<file path="src/rtl/presence_qualifier_with_lockout_macros.svh">
// Assertion macros for the presence qualifier with lockout.
`ifndef PRESENCE_QUALIFIER_WITH_LOCKOUT_MACROS_SVH
`define PRESENCE_QUALIFIER_WITH_LOCKOUT_MACROS_SVH

// Check that a condition implies a consequence in the same cycle.
`define PQLO_ASSERT_NOW(label, ante, cons, msg) \
   label: assert property (@(posedge clock) disable iff (reset) (ante) |-> (cons)) \
      else $error(msg);

// Check that a condition implies a consequence in the next cycle.
`define PQLO_ASSERT_NEXT(label, ante, cons, msg) \
   label: assert property (@(posedge clock) disable iff (reset) (ante) |=> (cons)) \
      else $error(msg);

`endif

</file>
<file path="src/rtl/pqlo_pkg.sv">
// Shared types and constants for the presence qualifier with lockout.
package pqlo_pkg;

   // Width of timestamps and of the millisecond registers
   localparam int TIME_WIDTH  = 32;
   localparam int LIMIT_WIDTH = 8;
   localparam int CSR_IDX_WIDTH = 2;

   // Register reset values
   localparam logic [LIMIT_WIDTH-1:0] FRAME_LIMIT_RST  = LIMIT_WIDTH'(10);
   localparam logic [TIME_WIDTH-1:0]  MAX_EVENT_RST    = TIME_WIDTH'(180000);
   localparam logic [TIME_WIDTH-1:0]  LOCKOUT_RST      = TIME_WIDTH'(10000);

   // Register indexes
   typedef enum logic [CSR_IDX_WIDTH-1:0] {
      CSR_FRAME_LIMIT = 2'd0,
      CSR_MAX_EVENT   = 2'd1,
      CSR_LOCKOUT     = 2'd2
   } csr_idx_type;

   // Live configuration
   typedef struct packed {
      logic [LIMIT_WIDTH-1:0] frame_limit;
      logic [TIME_WIDTH-1:0]  max_event_ms;
      logic [TIME_WIDTH-1:0]  lockout_ms;
   } cfg_type;

   // One result item
   typedef struct packed {
      logic blocked;
      logic event_res;
   } step_res_type;

endpackage

</file>
<file path="src/rtl/pqlo_csr.sv">
// Configuration registers of the presence qualifier with lockout.
module pqlo_csr
   import pqlo_pkg::*;
(
   input  logic                     clock,
   input  logic                     reset,
   input  logic                     csr_valid,
   output logic                     csr_ready,
   input  logic [CSR_IDX_WIDTH-1:0] csr_index,
   input  logic [TIME_WIDTH-1:0]    csr_data,
   output cfg_type                  cfg
);

   cfg_type cfg_ff;
   cfg_type cfg_in;

   // Always take writes; unknown indexes are dropped
   assign csr_ready = 1'b1;

   // Decode the write
   always_comb begin
      cfg_in = cfg_ff;
      if (csr_valid) begin
         unique case (csr_idx_type'(csr_index))
            CSR_FRAME_LIMIT: cfg_in.frame_limit  = csr_data[LIMIT_WIDTH-1:0];
            CSR_MAX_EVENT:   cfg_in.max_event_ms = csr_data;
            CSR_LOCKOUT:     cfg_in.lockout_ms   = csr_data;
            default:         cfg_in = cfg_ff;
         endcase
      end
   end

   // Hold the registers
   always_ff @(posedge clock) begin
      if (reset) begin
         cfg_ff.frame_limit  <= FRAME_LIMIT_RST;
         cfg_ff.max_event_ms <= MAX_EVENT_RST;
         cfg_ff.lockout_ms   <= LOCKOUT_RST;
      end else begin
         cfg_ff <= cfg_in;
      end
   end

   assign cfg = cfg_ff;

endmodule

</file>
<file path="src/rtl/pqlo_step.sv">
// Per-frame debounce counter, event timer and lockout state.
module pqlo_step
   import pqlo_pkg::*;
(
   input  logic                  clock,
   input  logic                  reset,
   input  logic                  fire,
   input  logic                  detected,
   input  logic [TIME_WIDTH-1:0] time_ms,
   input  cfg_type               cfg,
   output step_res_type          res
);

   logic [LIMIT_WIDTH-1:0] count_ff, count_in;
   logic                   timing_ff, timing_in;
   logic [TIME_WIDTH-1:0]  ev_start_ff, ev_start_in;
   logic                   lock_ff, lock_in;
   logic [TIME_WIDTH-1:0]  lock_start_ff, lock_start_in;

   logic [TIME_WIDTH-1:0]  lock_elapsed;
   logic                   lock_hold;
   logic                   timing_live;
   logic [LIMIT_WIDTH:0]   count_up;
   logic [LIMIT_WIDTH:0]   half_sum;
   logic [LIMIT_WIDTH-1:0] threshold;
   logic [LIMIT_WIDTH-1:0] count_new;
   logic                   over;
   logic [TIME_WIDTH-1:0]  ev_start_eff;
   logic [TIME_WIDTH-1:0]  ev_elapsed;
   logic                   trip;

   // Lockout still running; differences wrap modulo the time width
   assign lock_elapsed = time_ms - lock_start_ff;
   assign lock_hold    = lock_ff && (lock_elapsed < cfg.lockout_ms);
   // An expiring lockout clears the event timer
   assign timing_live  = timing_ff && !lock_ff;

   // Saturating counter
   assign count_up = {1'b0, count_ff} + (LIMIT_WIDTH+1)'(1);
   always_comb begin
      if (detected) begin
         count_new = (count_up < {1'b0, cfg.frame_limit}) ?
                     count_up[LIMIT_WIDTH-1:0] : cfg.frame_limit;
      end else if (count_ff != '0) begin
         count_new = count_ff - LIMIT_WIDTH'(1);
      end else begin
         count_new = '0;
      end
   end

   // Threshold is half the limit, rounded up
   assign half_sum  = ({1'b0, cfg.frame_limit} + (LIMIT_WIDTH+1)'(1)) >> 1;
   assign threshold = half_sum[LIMIT_WIDTH-1:0];
   assign over      = (count_new >= threshold);

   // Continuous event time
   assign ev_start_eff = timing_live ? ev_start_ff : time_ms;
   assign ev_elapsed   = time_ms - ev_start_eff;
   assign trip         = over && (ev_elapsed >= cfg.max_event_ms);

   // Next state and result
   always_comb begin
      count_in      = count_ff;
      timing_in     = timing_ff;
      ev_start_in   = ev_start_ff;
      lock_in       = lock_ff;
      lock_start_in = lock_start_ff;
      if (lock_hold) begin
         res.event_res = 1'b0;
         res.blocked   = 1'b1;
      end else begin
         res.event_res = over && !trip;
         res.blocked   = trip;
         if (fire) begin
            count_in  = count_new;
            timing_in = over && !trip;
            lock_in   = trip;
            if (over && !timing_live) begin
               ev_start_in = time_ms;
            end
            if (trip) begin
               lock_start_in = time_ms;
            end
         end
      end
   end

   // Control state
   always_ff @(posedge clock) begin
      if (reset) begin
         count_ff      <= '0;
         timing_ff     <= 1'b0;
         ev_start_ff   <= '0;
         lock_ff       <= 1'b0;
         lock_start_ff <= '0;
      end else begin
         count_ff      <= count_in;
         timing_ff     <= timing_in;
         ev_start_ff   <= ev_start_in;
         lock_ff       <= lock_in;
         lock_start_ff <= lock_start_in;
      end
   end

endmodule

</file>
<file path="src/rtl/presence_qualifier_with_lockout.sv">
// Top level of the presence qualifier with lockout: handshake stages and assembly.
//
//   channel  direction  payload
//   req      in         tdata[0] detected, tdata[32:1] time_ms
//   rsp      out        tdata[0] event_res, tdata[1] blocked
//   csr      in         csr_index register, csr_data value
//
// One frame per cycle while the response is not stalled: a frame enters the input
// register, and the debounce and timer logic writes its result into the output register.
// Reset is synchronous and clears the counter, timers and lockout. A stalled
// response holds one result while one more frame waits in the input register.
module presence_qualifier_with_lockout
   import pqlo_pkg::*;
(
   input  logic                     clock,
   input  logic                     reset,
   input  logic                     req_tvalid,
   output logic                     req_tready,
   input  logic [39:0]              req_tdata,  // detected, time_ms, zero pad
   output logic                     rsp_tvalid,
   input  logic                     rsp_tready,
   output logic [7:0]               rsp_tdata,  // event_res, blocked, zero pad
   input  logic                     csr_valid,
   output logic                     csr_ready,
   input  logic [CSR_IDX_WIDTH-1:0] csr_index,
   input  logic [TIME_WIDTH-1:0]    csr_data
);

   `include "presence_qualifier_with_lockout_macros.svh"

   cfg_type               cfg;
   step_res_type          res;
   logic                  in_valid_ff, in_valid_in;
   logic                  in_det_ff;
   logic [TIME_WIDTH-1:0] in_time_ff;
   logic                  out_valid_ff, out_valid_in;
   step_res_type          out_res_ff;
   logic                  advance;
   logic                  req_fire;

   // Move a frame from the input register to the output register
   assign advance    = in_valid_ff && (!out_valid_ff || rsp_tready);
   assign req_tready = !in_valid_ff || advance;
   assign req_fire   = req_tvalid && req_tready;

   assign in_valid_in  = req_fire || (in_valid_ff && !advance);
   assign out_valid_in = advance || (out_valid_ff && !rsp_tready);

   pqlo_csr u_csr (
      .clock     (clock),
      .reset     (reset),
      .csr_valid (csr_valid),
      .csr_ready (csr_ready),
      .csr_index (csr_index),
      .csr_data  (csr_data),
      .cfg       (cfg)
   );

   pqlo_step u_step (
      .clock    (clock),
      .reset    (reset),
      .fire     (advance),
      .detected (in_det_ff),
      .time_ms  (in_time_ff),
      .cfg      (cfg),
      .res      (res)
   );

   // Valid flags
   always_ff @(posedge clock) begin
      if (reset) begin
         in_valid_ff  <= 1'b0;
         out_valid_ff <= 1'b0;
      end else begin
         in_valid_ff  <= in_valid_in;
         out_valid_ff <= out_valid_in;
      end
   end

   // Payload registers
   always_ff @(posedge clock) begin
      if (req_fire) begin
         in_det_ff  <= req_tdata[0];
         in_time_ff <= req_tdata[TIME_WIDTH:1];
      end
      if (advance) begin
         out_res_ff <= res;
      end
   end

   assign rsp_tvalid = out_valid_ff;
   assign rsp_tdata  = {6'd0, out_res_ff.blocked, out_res_ff.event_res};

   // A qualified event never coincides with a lockout
   `PQLO_ASSERT_NOW(a_event_not_blocked, out_valid_ff, !(out_res_ff.event_res && out_res_ff.blocked), "event and blocked both set")
   // Every processed frame lands in the output register
   `PQLO_ASSERT_NEXT(a_advance_fills, advance, out_valid_ff, "processed frame lost")
   // A waiting frame stays while the response is stalled
   `PQLO_ASSERT_NEXT(a_hold_input, in_valid_ff && out_valid_ff && !rsp_tready, in_valid_ff, "waiting frame dropped")

endmodule
</file>
<file path="config.mk">
export PLATFORM = sky130hd
export DESIGN_NAME = presence_qualifier_with_lockout
export DESIGN_NICKNAME = d
export VERILOG_FILES = /design/src/rtl/pqlo_pkg.sv /design/src/rtl/pqlo_csr.sv /design/src/rtl/pqlo_step.sv /design/src/rtl/presence_qualifier_with_lockout.sv
export VERILOG_INCLUDE_DIRS = /design/src /design/src/rtl
export SDC_FILE = /design/constraint.sdc
export NUM_CORES = 1
export LEC_CHECK = 0
export BUFFER_PORTS_ARGS = -buffer_cell sky130_fd_sc_hd__buf_4
export CORE_MARGIN = 10
export CORE_UTILIZATION = 35
export CTS_CLUSTER_SIZE = 8
export DETAILED_ROUTE_END_ITERATION = 10
export PLACE_DENSITY_LB_ADDON = 0.25
export SLEW_MARGIN = 10
export SYNTH_ARGS = -nofsm -noshare
export SYNTH_HDL_FRONTEND = slang
export SYNTH_SLANG_ARGS = --single-unit
export TNS_END_PERCENT = 20
</file>
<file path="constraint.sdc">
create_clock -name clock -period 11.1 [get_ports clock]
set_input_delay 0.555 -clock clock [delete_from_list [all_inputs] [get_ports clock]]
set_output_delay 0.555 -clock clock [all_outputs]
set_load 0.005 [all_outputs]
</file>
==> key figures <==
Run status
  – Status: finished clean

Detailed routing
  – Routed WL per cell: between 15 and 20 um
  – Initial DRC Count: between 400 and 500
  – Pre-antenna DRT Iters: 5
  – Total wire length: between 30 and 40 mm
  – Routed Antenna Nets: 0
  – Vias: 9585
  – # DRC: 0
  – Via-per-instance ratio: approximately 5.0

Timing
  – Setup Skew: between 0.01 and 0.015 ns
  – Max-slew headroom: 0.221
  – Worst Tran Pin Value: about 1.2 ns
  – Final min period: about 8 ns
  – FMAX: about 130 MHz
  – Final setup fails: 0
  – RSZ-0062 raised after global routing: no
  – Max-slew violations: 0
  – Fin crit share: 0.718
  – Final hold viol count: 0
  – Setup tns final: 0 ns
  – Setup WS post-layout: 3.13 ns

Floorplan
  – Initial Util: 0.354
  – CORE AREA: 0.0345 mm2
  – Cell row count: 68
  – # IOs: 90
  – Die Ht: roughly 210 um
  – Die Area: 0.0427 mm2
  – Horiz. Die Dim: ~210 um

Synthesis
  – Top_reg_cell synth: dfxtp_1
  – Area share of the largest cell type after synthesis: 0.243
  – Cells after synthesis: around 1400
  – Mapped Area: roughly 0.012 mm2
  – Yosys warns: 0
  – Ys async rst share: 0
  – Cells taking the most area after synthesis: dfxtp_1, ha_1, mux2i_1, edfxtp_1, a21oi_1
  – Yosys reg bits: ~180
  – EDFF count, synth: 35
  – Mean area per synthesized cell: 8.73 um2
  – Synth area leader: dfxtp_1
  – Sequential area share after synthesis: 0.329
  – Post-synth cell types: 72

Finish
  – FILL cells: about 3400
  – # nets final: between 1500 and 2000
  – Share of layout cells above drive strength 1: 0.0883
  – Layout area overhead: 12.2%
  – ANT cells: 0

Critical path
  – Critical Path Source Type: flop
  – Crit end category: flop
  – Reg2Reg Depth: 22
  – Crit path from: u_step.lock_ff
  – Type of the worst setup path: flop to flop
  – Reg-to-reg startpoint: u_step.lock_ff
  – Critical Path AT: roughly 8.3 ns
  – Max FO, Critical Path: 33
  – Req. time, crit path: ~11 ns
  – RR Endpoint: u_step.lock_start_ff[8]
  – Worst Setup EP: u_step.lock_start_ff[8]
  – R2r setup slk: about 3.1 ns

Pwr
  – Peak VDD IR: between 0.0001 and 0.00015 V
  – Pwr per Cell Area: ~150 mW/mm2
  – Tot Pwr: 2.11 mW
  – P_leak: 6.01 nW

CTS
  – Root buf cell: clkbuf_16
  – Cts bufs inserted: 17
  – Cts repair resizes: 0
  – # clock sinks: 183
  – Clock Tree Buf Depth: 2
  – Post-CTS Setup Repair Bufs: 0
  – CTS tree: done
  – Clock Pin Slew Worst Setup and Hold Paths: 0.08 ns
  – Clk_lat worst skew: ~0.46 ns
  – # H-tree levels: 4
  – CTS Hold Bufs: 0

Global route
  – Initial antenna violation count: 1
  – GRT overflow: 0
  – Global-route wire length before repair: between 40 and 50 mm
  – Overall Global Routing Usage: 0.145
  – Largest net degree at the start of global routing: around 100
  – Vias in the first global route: 9428

Place
  – Hpwl dp: about 23 mm
  – RD Place Congestion: ~0.86
  – Worst slack, placed: 3.13 ns
  – IO Port Bufs: 75

Min path
  – Worst hold path type: input pin to flop

Flow run
  – Max-Cap Viols: 0
==> worst min path at each step <==
stage / from / end / slack [ns] / cells past startpoint
after floorplan: u_csr.cfg[0] / u_csr.cfg[0] / 0.43 / 2
after detailed placement: u_csr.cfg[48] / u_csr.cfg[48] / 0.45 / 2
after global placement: u_csr.cfg[0] / u_csr.cfg[0] / 0.44 / 2
after CTS: req_tdata[29] / in_time_ff[28] / 0.25 / 1
final: req_tdata[29] / in_time_ff[28] / 0.27 / 1
after global routing: req_tdata[29] / in_time_ff[28] / 0.26 / 1
==> per-stage QoR <==
step | hold WS [ns] | instance area, um2 | utilization | std cells
after detailed placement | 0.449 | 13100 | 0.380 | 1884
after global routing | 0.258 | 13700 | 0.397 | 1916
after global placement | 0.443 | 13100 | 0.380 | 1884
after CTS | 0.253 | 13700 | 0.397 | 1916
final | 0.270 | 13700 | 0.397 | 1916
after floorplan | 0.434 | 12200 | - | 1403
==> cells by family (layout without fill, tap and decap cells) <==
kind of cell / Yosys count / after routing / share of synthesized area
adders and majority gates: 146 / 146 / 0.151
buffers and inverters: 183 / 241 / 0.0654
DFF: 183 / 183 / 0.329
and+or+nand+nor: 384 / 384 / 0.142
xor gates and xnor gates: 75 / 75 / 0.0538
muxes: 107 / 107 / 0.0878
other: 2 / 7 / 0.000615
AOI/OAI and AO/OA: 318 / 318 / 0.171
==> area by class of cell <==
class,instances,area (um2),area share
multi-input cells,1037,7420,0.542
well taps,455,569,0.0416
clock buffers,19,454,0.0332
inverters,128,480,0.0351
flip-flops and latches,183,4010,0.293
repair buffers,81,608,0.0444
clock inverters,13,141,0.0103
==> where the power goes <==
part	leakage (nW)	internal (mW)	total, mW	switching (mW)
logic	4.17	0.325	0.711	0.386
registers	1.55	0.726	0.760	0.0340
clock network	0.290	0.348	0.639	0.291
==> cell usage after synthesis (all sizes together) (8+ instances only) <==
| library cell | n |
|---|---|
| edfxtp | 35 |
| nand2 | 139 |
| o21ai | 38 |
| o21a | 18 |
| a211o | 19 |
| mux2i | 106 |
| and3 | 12 |
| dfxtp | 148 |
| nor2 | 138 |
| nand2b | 15 |
| xor2 | 22 |
| a21boi | 8 |
| a21oi | 117 |
| buf | 17 |
| nand3 | 17 |
| a21o | 47 |
| inv | 128 |
| xnor2 | 53 |
| clkbuf | 38 |
| nand4 | 15 |
| ha | 144 |
| nor2b | 13 |
==> flip-flops by register name, indices dropped and copies added, names as in the netlist <==
register / count
u_csr.cfg: 72
in_time_ff: 32
u_step.ev_start_ff: 32
u_step.lock_start_ff: 32
u_step.count_ff: 8
rsp_tdata: 2
in_det_ff: 1
in_valid_ff: 1
rsp_tvalid: 1
u_step.lock_ff: 1
u_step.timing_ff: 1
==> layer usage <==
metal	global-route usage	vias to the layer above	routed length, um
met5	0	-	5
met4	0.0435	2	441
met3	0.0239	25	975
met2	0.241	136	14100
met1	0.189	4452	14900
li1	-	4970	-
==> cell usage in the layout, fill, tap and decap left out, drive strengths merged, types with 35 or more instances in the layout <==
| cell | n |
|---|---|
| ha | 144 |
| a21oi | 117 |
| nand2 | 139 |
| buf | 81 |
| a21o | 47 |
| inv | 134 |
| o21ai | 38 |
| dfxtp | 148 |
| edfxtp | 35 |
| nor2 | 138 |
| mux2i | 106 |
| xnor2 | 53 |
==> worst max-delay path, stage by stage (launching register included) <==
cell and delay, ns:
dfxtp_1 0.35, nor2b_4 0.58, o21ai_0 0.17, ha_1 0.26, fa_1 0.41, nor2b_1 0.14
o21a_1 0.14, o21ai_0 0.17, a311oi_1 0.72, a41oi_1 0.28, o21ai_1 0.22, nor2_1 0.14
o31ai_1 0.50, or4_1 0.19, nand4_1 0.15, ha_1 0.34, nand4_1 0.14, nor4_1 0.41
nand2_1 0.16, o41ai_1 0.99, nand4_4 0.85, mux2i_1 0.41, nor2_1 0.06
No activity file was read; power rests on OpenSTA's default activity.
